`src/hw/rtl/wlfc_pkg.sv`:
```
// Package for the word list front coder: transaction types, command codes, constants.
`timescale 1ns / 1ps

package wlfc_pkg;

   // Prefix length cap; the digit is '0' plus at most this value.
   localparam int PREFIX_LEN_CAP_DEF = 9;

   // Result queue depth; room for two results per request plus one in flight.
   localparam int RSP_DEPTH = 4;

   // Command codes carried in the request.
   localparam logic [1:0] CMD_BYTE     = 2'd0;
   localparam logic [1:0] CMD_END_WORD = 2'd1;
   localparam logic [1:0] CMD_END_LIST = 2'd2;
   localparam logic [1:0] CMD_UNUSED   = 2'd3;

   // ASCII zero, base of the prefix digit and the closing byte of a list.
   localparam logic [7:0] ASCII_ZERO = 8'h30;

   typedef struct packed {
      logic [1:0] cmd;
      logic [7:0] in_byte;
   } req_type;

   typedef struct packed {
      logic [7:0] out_byte;
      logic       run_last;
      logic       list_end;
   } rsp_type;

endpackage

```
`src/hw/rtl/word_list_front_coder_unit.sv`:
```
// Top level of the word list front coder: prefix tracking and result queue.
`timescale 1ns / 1ps

// Streaming front coder. Each request transaction carries one byte of a word, an
// end of word or an end of list. The first word of a list is passed through as it
// stands; every later word goes out as one ASCII digit (length of the prefix it
// shares with the previous word, capped at PREFIX_LEN_CAP) followed by its
// remaining bytes. End of list sends a '0' flagged with list_end, preceded by the
// pending digit if a later word was left open while still matching, and returns
// the block to its reset state. A request gives zero, one or two response
// transactions; run_last marks the last of them. Rate: one request per cycle
// while each gives at most one response and the response side keeps up; a
// request that gives two responses (digit plus byte, or digit plus list end)
// holds off the next request, set by the single-read port of the four-entry
// response queue, which accepts a request only while it holds at most one
// entry. Responses are registered in the queue. No clearing pass after reset.
module word_list_front_coder_unit #(
   parameter int PREFIX_LEN_CAP = wlfc_pkg::PREFIX_LEN_CAP_DEF
) (
   input  logic              clock,
   input  logic              reset,
   input  logic              req_valid,
   output logic              req_stall,
   input  wlfc_pkg::req_type req_payload,
   output logic              rsp_valid,
   input  logic              rsp_stall,
   output wlfc_pkg::rsp_type rsp_payload
);
   import wlfc_pkg::*;

   // Length counters must hold the cap itself; the head index only below it.
   localparam int LEN_W = $clog2(PREFIX_LEN_CAP + 1);
   localparam int IDX_W = (PREFIX_LEN_CAP > 1) ? $clog2(PREFIX_LEN_CAP) : 1;
   localparam int PTR_W = $clog2(RSP_DEPTH);
   localparam int CNT_W = $clog2(RSP_DEPTH + 1);

   localparam logic [LEN_W-1:0] CAP_LEN   = LEN_W'(PREFIX_LEN_CAP);
   localparam logic [LEN_W-1:0] CAP_LAST  = LEN_W'(PREFIX_LEN_CAP - 1);
   localparam logic [7:0]       CAP_DIGIT = ASCII_ZERO + 8'(PREFIX_LEN_CAP);

   // ---------------------------------------------------------------------------
   // Word state
   // ---------------------------------------------------------------------------
   logic [7:0]       prev_head_ff [PREFIX_LEN_CAP];  // head of the previous word
   logic [LEN_W-1:0] prev_len_ff, prev_len_in;        // kept length of previous word
   logic [LEN_W-1:0] cur_pos_ff, cur_pos_in;          // bytes seen, held at the cap
   logic             in_prefix_ff, in_prefix_in;      // still matching previous word
   logic             first_word_ff, first_word_in;    // first word of the list

   // ---------------------------------------------------------------------------
   // Response queue
   // ---------------------------------------------------------------------------
   rsp_type          rsp_q_ff [RSP_DEPTH];
   logic [PTR_W-1:0] wr_ptr_ff, wr_ptr_in;
   logic [PTR_W-1:0] rd_ptr_ff, rd_ptr_in;
   logic [CNT_W-1:0] count_ff, count_in;

   logic             req_take;
   logic             rsp_take;
   logic [1:0]       push_n;
   rsp_type          res0, res1;
   logic             head_wr;
   logic [7:0]       cur_digit;
   logic             keep_room;
   logic             head_match;

   // Accept only while two free entries are guaranteed.
   assign req_stall = (count_ff > CNT_W'(1));
   assign req_take  = req_valid && !req_stall;

   assign rsp_valid   = (count_ff != '0);
   assign rsp_payload = rsp_q_ff[rd_ptr_ff];
   assign rsp_take    = rsp_valid && !rsp_stall;

   assign cur_digit  = ASCII_ZERO + 8'(cur_pos_ff);
   assign keep_room  = (cur_pos_ff < CAP_LEN);
   // Read of the head only counts where it was written (below prev_len).
   assign head_match = (cur_pos_ff < prev_len_ff) && keep_room &&
                       (prev_head_ff[cur_pos_ff[IDX_W-1:0]] == req_payload.in_byte);

   // ---------------------------------------------------------------------------
   // Encoder: results and next word state for the request on the port
   // ---------------------------------------------------------------------------
   always_comb begin
      prev_len_in   = prev_len_ff;
      cur_pos_in    = cur_pos_ff;
      in_prefix_in  = in_prefix_ff;
      first_word_in = first_word_ff;
      head_wr       = 1'b0;
      push_n        = 2'd0;
      res0          = '{out_byte: req_payload.in_byte, run_last: 1'b1, list_end: 1'b0};
      res1          = '{out_byte: req_payload.in_byte, run_last: 1'b1, list_end: 1'b0};

      unique case (req_payload.cmd)
         CMD_BYTE: begin
            // Every byte is kept while there is room in the head.
            head_wr = keep_room;
            if (keep_room) begin
               cur_pos_in = cur_pos_ff + LEN_W'(1);
            end
            if (first_word_ff || !in_prefix_ff) begin
               push_n = 2'd1;
            end else if (head_match) begin
               // Matching byte that reaches the cap sends the cap digit alone.
               if (cur_pos_ff == CAP_LAST) begin
                  res0.out_byte = CAP_DIGIT;
                  push_n        = 2'd1;
                  in_prefix_in  = 1'b0;
               end
            end else begin
               // Mismatch: digit then the byte itself.
               res0.out_byte = cur_digit;
               res0.run_last = 1'b0;
               push_n        = 2'd2;
               in_prefix_in  = 1'b0;
            end
         end
         CMD_END_WORD: begin
            if (!first_word_ff && in_prefix_ff) begin
               res0.out_byte = cur_digit;
               push_n        = 2'd1;
            end
            prev_len_in   = cur_pos_ff;
            cur_pos_in    = '0;
            in_prefix_in  = 1'b1;
            first_word_in = 1'b0;
         end
         CMD_END_LIST: begin
            res1 = '{out_byte: ASCII_ZERO, run_last: 1'b1, list_end: 1'b1};
            if (!first_word_ff && in_prefix_ff && (cur_pos_ff != '0)) begin
               // Open word still matching: its digit goes before the list end.
               res0.out_byte = cur_digit;
               res0.run_last = 1'b0;
               push_n        = 2'd2;
            end else begin
               res0   = res1;
               push_n = 2'd1;
            end
            prev_len_in   = '0;
            cur_pos_in    = '0;
            in_prefix_in  = 1'b1;
            first_word_in = 1'b1;
         end
         CMD_UNUSED: begin
            // Ignored.
         end
         default: begin
         end
      endcase
   end

   // ---------------------------------------------------------------------------
   // Queue pointers
   // ---------------------------------------------------------------------------
   always_comb begin
      wr_ptr_in = wr_ptr_ff;
      rd_ptr_in = rd_ptr_ff;
      count_in  = count_ff;
      if (req_take) begin
         wr_ptr_in = wr_ptr_ff + PTR_W'(push_n);
         count_in  = count_ff + CNT_W'(push_n);
      end
      if (rsp_take) begin
         rd_ptr_in = rd_ptr_ff + PTR_W'(1);
         count_in  = count_in - CNT_W'(1);
      end
   end

   always_ff @(posedge clock) begin
      if (reset) begin
         prev_len_ff   <= '0;
         cur_pos_ff    <= '0;
         in_prefix_ff  <= 1'b1;
         first_word_ff <= 1'b1;
         wr_ptr_ff     <= '0;
         rd_ptr_ff     <= '0;
         count_ff      <= '0;
      end else begin
         if (req_take) begin
            prev_len_ff   <= prev_len_in;
            cur_pos_ff    <= cur_pos_in;
            in_prefix_ff  <= in_prefix_in;
            first_word_ff <= first_word_in;
         end
         wr_ptr_ff <= wr_ptr_in;
         rd_ptr_ff <= rd_ptr_in;
         count_ff  <= count_in;
      end
   end

   // Payload storage, no reset.
   always_ff @(posedge clock) begin
      if (req_take && head_wr) begin
         prev_head_ff[cur_pos_ff[IDX_W-1:0]] <= req_payload.in_byte;
      end
      if (req_take && (push_n != 2'd0)) begin
         rsp_q_ff[wr_ptr_ff] <= res0;
      end
      if (req_take && (push_n == 2'd2)) begin
         rsp_q_ff[wr_ptr_ff + PTR_W'(1)] <= res1;
      end
   end

endmodule
```
`config.mk`:
```
export PLATFORM = sky130hd
export DESIGN_NAME = word_list_front_coder_unit
export DESIGN_NICKNAME = d
export VERILOG_FILES = /design/src/hw/rtl/wlfc_pkg.sv /design/src/hw/rtl/word_list_front_coder_unit.sv
export SDC_FILE = /design/constraint.sdc
export NUM_CORES = 1
export LEC_CHECK = 0
export ABC_AREA = 1
export BUFFER_PORTS_ARGS = -buffer_cell sky130_fd_sc_hd__buf_4
export CELL_PAD_IN_SITES_DETAIL_PLACEMENT = 1
export CELL_PAD_IN_SITES_GLOBAL_PLACEMENT = 1
export CORE_ASPECT_RATIO = 1.1
export CORE_MARGIN = 2
export CORE_UTILIZATION = 43
export DETAILED_ROUTE_END_ITERATION = 6
export HOLD_SLACK_MARGIN = 0.08
export PLACE_DENSITY_LB_ADDON = 0.1
export SYNTH_ARGS = -nofsm -noshare
export SYNTH_HDL_FRONTEND = slang
export SYNTH_SLANG_ARGS = --single-unit
```
`constraint.sdc`:
```
create_clock -name clock -period 3.4 [get_ports clock]
set_input_delay 0.85 -clock clock [delete_from_list [all_inputs] [get_ports clock]]
set_output_delay 0.85 -clock clock [all_outputs]
set_load 0.005 [all_outputs]
```
==> results of run 1 <==
==> worst register-to-register path, stage by stage, from the launching register on <==
cell and delay [ns]:
dfxtp_4 0.48, inv_8 0.09, buf_6 0.15, nand2_2 0.06, nand2_2 0.06, nand2_2 0.07
nand3_2 0.10, nand3_2 0.13, nand2_1 0.08, nand2_1 0.08, nand2_2 0.06, inv_2 0.05
nand2_2 0.06, nor2_4 0.14, nand3_2 0.10, nand2_4 0.09, a21boi_4 0.06, nor2_2 0.12
ha_2 0.20, inv_2 0.04, fa_1 0.46, o31ai_2 0.30, inv_1 0.12, ha_4 0.17
inv_1 0.04, nor2_1 0.05, o21ai_1 0.12, a21oi_1 0.05
==> sequential cells by signal, summed over array words and instances (netlist names), named ones only <==
register and flops:
in_prefix_ff 1, rd_ptr_ff 2, count_ff 3, prev_head_ff 72, cur_pos_ff 4, rsp_q_ff 40, first_word_ff 1, wr_ptr_ff 2
prev_len_ff 4
==> cells by family after synthesis <==
kind of cell,after synthesis
adders and majority gates,15
DFF,135
buffers and inverters,109
AOI/OAI and AO/OA,127
and+or+nand+nor,357
==> where the power goes <==
group / leakage (nW) / internal [mW] / switching [mW]
Combinational: 2.18 / 0.664 / 0.967
Sequential: 1.25 / 1.90 / 0.0761
Clock: 0.308 / 1.21 / 0.729
Total: 3.73 / 3.77 / 1.77
==> synth_stat cells (all sizes together) <==
cell	n
a211oi	6
a21boi	2
a21oi	29
a31oi	1
buf	10
clkbuf	9
clkinv	1
dfxtp	27
edfxtp	108
fa	1
ha	14
inv	89
nand2	186
nand3	71
nand4	2
nor2	86
nor3	8
nor3b	2
o2111ai	2
o211ai	11
o21a	1
o21ai	54
o21bai	2
o22ai	18
o31ai	1
or2	2
==> area by class of cell <==
| cell class | count | area (sq um) | area share, % |
|---|---|---|---|
| Inverter | 90 | 348 | 3.96 |
| Sequential cell | 135 | 3790 | 43.2 |
| Clock buffer | 21 | 470 | 5.36 |
| Timing Repair Buffer | 117 | 1020 | 11.6 |
| Multi-Input combinational cell | 499 | 2760 | 31.4 |
| Clock inverter | 11 | 145 | 1.65 |
| Tap cell | 200 | 250 | 2.85 |
==> metrics by stage <==
| step | utilization, % | TNS, ns | cells |
|---|---|---|---|
| floorplan | - | 0 | 743 |
| global placement | 49.8 | -0.116 | 1029 |
| detailed placement | 49.8 | -0.619 | 1029 |
| CTS | 54.8 | -0.0939 | 1067 |
| global route | 56.4 | -1.42 | 1073 |
| finish | 56.4 | -0.387 | 1073 |
==> what timing repair did <==
item / CTS / global route
setup endpoints to repair: 2 / 14
gates cloned: 2 / 4
resized for setup: 30 / 41
buffers inserted: 4 / 2
pin swaps: 21 / 13
==> worst paths after layout <==
check             depth (start not counted)           end  slack (ns)
hold reg to reg                           2  rd_ptr_ff[1]        0.47
hold / removal                            2  rd_ptr_ff[1]        0.47
setup / recovery                         27   count_ff[2]       -0.24
setup reg to reg                         27   count_ff[2]       -0.24
==> layer usage <==
metal | vias to the layer above | share of wire [%] | global-route usage, %
met3 | 43 | 2.5 | 4.92
met5 | - | 0 | 0
met2 | 106 | 55 | 46.6
met4 | 0 | 2.8 | 10.9
li1 | 2755 | - | -
met1 | 2873 | 40 | 30.5
==> key figures, run 1 <==
Logic synthesis
  – Top cells by area, synth: edfxtp_1, nand2_1, dfxtp_1
  – Yosys cell types: 40
  – Area leader, netlist: edfxtp_1
  – Synth Area in Compound Gates: 11.0%
  – Post-synth design cell area: 6780 sq um
  – Synth warnings: 0
  – Synth Net Count: 772
  – Synth top area share: 47.9%
  – Synth Instances: 743
  – Post-Synth Adder-Cell Area: 2.88%
  – Synthesized area per cell: 9.12 sq um
  – Multiplexer share of the synthesized area: 0%
  – Post-Synth XOR/XNOR Area: 0%
  – Register area share after synthesis: 55.8%
  – Simple-Gate Fraction of Synth Area: 23.5%
  – Post-synthesis register bit count: 135
  – Main combinational cell family by area after synthesis: simple AND/OR/NAND/NOR gates

Detailed routing
  – Drt total wl: 21,900 microns
  – DR DRC count: 0
  – Detailed-route wire length per cell: 20.4 microns
  – Vias: 5,777
  – Initial DRC Count: 434
  – 1st-pass router iterations: 4
  – DR vias/cell: 5.38
  – Antenna Nets Post-Route: 0

Power
  – PD cells: 632 nW/um^2
  – Maximum VDD drop: 0.288 mV
  – Pwr Total: 5.54 mW
  – Leak: 3.73 nW

Timing
  – Unrepaired setup endpoints after global routing: yes
  – Tcrit/Tclk final: 107%
  – Rel. slew slack: 49.1%
  – # setup viols final: 2
  – Fin worst setup slack: -0.240 ns
  – F_max: 275 MHz
  – WHS: 0.469 ns
  – Skew final: 0.00768 ns
  – Max-slew violation count: 0
  – Least-Margin Pin Slew: 0.760 ns
  – Fin crit period: 3.64 ns
  – Final hold vios: 0

Critical path
  – Slowest cell on the critical path: dfxtp_4
  – Worst setup SP type: flip-flop
  – Critical path endpoint category: flip-flop
  – CP arrival: 3.96 ns
  – CP Max Fanout: 6
  – CP required: 3.72 ns
  – Most common cell on crit path: nand2_2
  – Buf/Inv on CP: 6
  – Setup Crit Path Kind: flip-flop to flip-flop
  – Worst path top cell family by delay: simple AND/OR/NAND/NOR gates
  – CP peak stage delay: 0.48 ns

Status
  – Violated checks: setup timing
  – Status: finished with violations

Finish
  – Most frequent cells in the layout: nand2_1, edfxtp_1, buf_4
  – Final #Nets: 889
  – Share of cells above drive strength 1: 27.3%
  – FILL cells: 1,753
  – Final Cell Area: 8780 sq um
  – Most common cell after layout, fill and taps aside: nand2_1
  – Ant. Diodes: 0
  – Area growth syn-to-layout: 29.5%

Worst hold path
  – Hold crit path type: flip-flop to flip-flop
  – Min-delay src: rd_ptr_ff[1]

Die
  – Rows: 48
  – Die X: 124 microns
  – Effective utilization at floorplan: 43.6%
  – Die area: 16,800 sq um
  – Area of the core: 15,600 sq um
  – Die H: 136 microns
  – I/O pin count: 26

Global routing
  – Initial antenna violation count: 0
  – Gr ovfl total: 0
  – First-pass GRT wire length: 32,400 microns
  – GR Util All Layers: 26.2%
  – Vias in the first global route: 6,165
  – Largest net degree at the start of global routing: 26

Placed design
  – Area after DPL: 7740 sq um
  – Routability cong.: 0.877
  – Dpl hpwl: 14,800 microns
  – Port-buffer cells: 25
  – Worst slack, placed: -0.385 ns

CTS
  – Root Driver: clkbuf_16
  – Hold Buf Count CTS: 0
  – TritonCTS Sinks: 135
  – CTS tree: yes
  – CTS buffer count: 17
  – Clk slew on worst S/H paths: 0.06 ns
  – Clk buf depth: 2
  – H-tree Lvls: 4
  – Worst skew pair latency: 0.43 ns

Job
  – Maxcap violations: 0
(Power assumes the default switching activity.)
==> run 2: changes to the inputs <==
- RECOVER_POWER: default -> 50
==> run 2 against run 1 <==
  * The run still ends with setup timing left
  * Critical path depth is the same
  * Critical endpoint unchanged
  * Total power down 0.13%
  * Fmax fell by 0.11%
  * Clock skew barely moved
  * Worst hold slack is essentially flat
  * Non-clock buffer count is the same
==> key figures, run 2 (synthesis results as in run 1) <==
Critical path
  – Critical path endpoint category: flip-flop (unchanged)
  – Reg-to-reg setup timing slack: -0.24 ns (about the same)
  – Setup Crit Path Kind: flip-flop to flip-flop (unchanged)
  – CP Max Fanout: 6 (unchanged)
  – R2r endpoint: count_ff[2] (unchanged)
  – CP required: 3.71 ns (was 3.72 ns)
  – CP arrival: 3.96 ns (about the same)
  – Critical Path End: count_ff[2] (unchanged)
  – Worst setup SP type: flip-flop (unchanged)
  – R2R depth: 27 (unchanged)

Finish
  – Final #Nets: 889 (unchanged)
  – Final Non-Filler Cells: 1,073 (unchanged)
  – Share of cells above drive strength 1: 25.8% (was 27.3%)
  – Area growth syn-to-layout: 28.8% (was 29.5%)
  – Ant. Diodes: 0 (unchanged)
  – Most frequent cells in the layout: nand2_1, edfxtp_1, buf_4 (unchanged)
  – Number of flip-flops under the largest register name: 72 (unchanged)
  – Most common cell after layout, fill and taps aside: nand2_1 (unchanged)
  – Final Cell Area: 8730 sq um (was 8780 sq um)

Timing
  – Max-slew violation count: 0 (unchanged)
  – Fin worst setup slack: -0.244 ns (was -0.240 ns)
  – F_max: 274 MHz (was 275 MHz)
  – Least-Margin Pin Slew: 0.764 ns (was 0.760 ns)
  – Skew final: 0.00795 ns (was 0.00768 ns)
  – Unrepaired setup endpoints after global routing: yes (unchanged)
  – Rel. slew slack: 48.9% (was 49.1%)
  – Fin crit period: 3.64 ns (about the same)
  – Final hold vios: 0 (unchanged)
  – Tcrit/Tclk final: 107% (about the same)
  – # setup viols final: 2 (unchanged)

Detailed routing
  – Drt total wl: 21,900 microns (about the same)
  – Antenna Nets Post-Route: 0 (unchanged)
  – Detailed-route wire length per cell: 20.4 microns (about the same)
  – DR vias/cell: 5.38 (about the same)
  – Initial DRC Count: 414 (was 434)
  – 1st-pass router iterations: 5 (was 4)
  – DR DRC count: 0 (unchanged)
  – Vias: 5,778 (was 5,777)

Status
  – Violated checks: setup timing (unchanged)
  – Status: finished with violations (unchanged)

CTS
  – H-tree Lvls: 4 (unchanged)
  – Root Driver: clkbuf_16 (unchanged)
  – Clk slew on worst S/H paths: 0.06 ns (about the same)
  – CTS tree: yes (unchanged)
  – CTS buffer count: 17 (unchanged)
  – Hold Buf Count CTS: 0 (unchanged)
  – Clk buf depth: 2 (unchanged)
  – Worst skew pair latency: 0.43 ns (about the same)
  – TritonCTS Sinks: 135 (unchanged)

Placed design
  – Worst slack, placed: -0.385 ns (unchanged)
  – Placed instance count: 1,029 (unchanged)
  – Dpl hpwl: 14,800 microns (unchanged)
  – Routability cong.: 0.877 (unchanged)
  – Area after DPL: 7740 sq um (unchanged)
  – Port-buffer cells: 25 (unchanged)

Die
  – Die H: 136 microns (unchanged)
  – I/O pin count: 26 (unchanged)
  – Rows: 48 (unchanged)
  – Die area: 16,800 sq um (unchanged)
  – Die X: 124 microns (unchanged)
  – Effective utilization at floorplan: 43.6% (unchanged)
  – Area of the core: 15,600 sq um (unchanged)

Global routing
  – Vias in the first global route: 6,165 (unchanged)
  – Gr ovfl total: 0 (unchanged)
  – First-pass GRT wire length: 32,400 microns (unchanged)
  – Largest net degree at the start of global routing: 26 (unchanged)
  – Initial antenna violation count: 0 (unchanged)
  – GR Util All Layers: 26.2% (unchanged)

Worst hold path
  – Hold crit path type: flip-flop to flip-flop (unchanged)
  – Hold-critical path depth: 2 (unchanged)

Power
  – Maximum VDD drop: 0.287 mV (was 0.288 mV)
  – PD cells: 634 nW/um^2 (was 632 nW/um^2)
  – Leak: 3.69 nW (was 3.73 nW)

Job
  – Maxcap violations: 0 (unchanged)
[run 2: through the flow]
| stage | setup TNS, ns | power [mW] | utilization [%] | hold WS, ns |
|---|---|---|---|---|
| floorplan | 0 | 2.79 | - | 0.436 |
| global placement | -0.116 | 3.31 | 49.8 | 0.454 |
| detailed placement | -0.619 | 3.39 | 49.8 | 0.463 |
| CTS | -0.0939 | 5.40 | 54.8 | 0.472 |
| global route | -1.43 | 5.78 | 56.1 | 0.512 |
| finish | -0.396 | 5.54 | 56.1 | 0.469 |
[run 2: repair_timing]
item / CTS / global route
buffers inserted: 4 / 2
gates resized for setup: 30 / 41
endpoints found under the setup margin: 2 / 14
hold endpoints to repair: 0 / 0
gates cloned: 2 / 4
pin swaps: 21 / 13
[run 2: layout make-up]
cell class	count	area, sq um
clock buffer	21	470
clock inverter	11	145
fill	1760	6830
inverter	90	348
multi-input combinational	499	2760
sequential	135	3790
tap	200	250
timing repair buffer	117	970
[run 2: worst max-delay path, cell delays in order (launching register included)]
cell and delay [ns]:
dfxtp_4 0.48, inv_8 0.08, buf_6 0.15, nand2_2 0.06
nand2_2 0.06, nand2_2 0.07, nand3_2 0.10, nand3_2 0.13
nand2_1 0.08, nand2_1 0.08, nand2_2 0.06, inv_2 0.05
nand2_2 0.06, nor2_4 0.14, nand3_2 0.10, nand2_4 0.09
a21boi_4 0.05, nor2_2 0.12, ha_2 0.20, inv_2 0.04
fa_1 0.46, o31ai_2 0.30, inv_1 0.12, ha_4 0.17
inv_1 0.04, nor2_1 0.05, o21ai_1 0.12, a21oi_1 0.05
[run 2: per-layer routing]
layer / part of all wire [%] / wire length [microns] / vias up / GRT usage (%)
li1: - / - / 2756 / -
met1: 40 / 8700 / 2858 / 30.5
met2: 55 / 12000 / 121 / 46.6
met3: 2.7 / 599 / 43 / 4.92
met4: 2.8 / 615 / 0 / 10.9
met5: 0 / 0 / - / 0
[run 2: power by group]
| group | internal (mW) | switching, mW |
|---|---|---|
| clock network | 1.21 | 0.729 |
| registers | 1.90 | 0.0762 |
| logic | 0.657 | 0.967 |
| total | 3.77 | 1.77 |
[run 2: worst min path at each step]
stage | from | to
floorplan | rd_ptr_ff[1] | flip-flop
global placement | rd_ptr_ff[0] | rd_ptr_ff[0]
detailed placement | rd_ptr_ff[1] | rd_ptr_ff[1]
CTS | rd_ptr_ff[1] | flip-flop
global route | rd_ptr_ff[0] | rd_ptr_ff[0]
finish | rd_ptr_ff[1] | rd_ptr_ff[1]
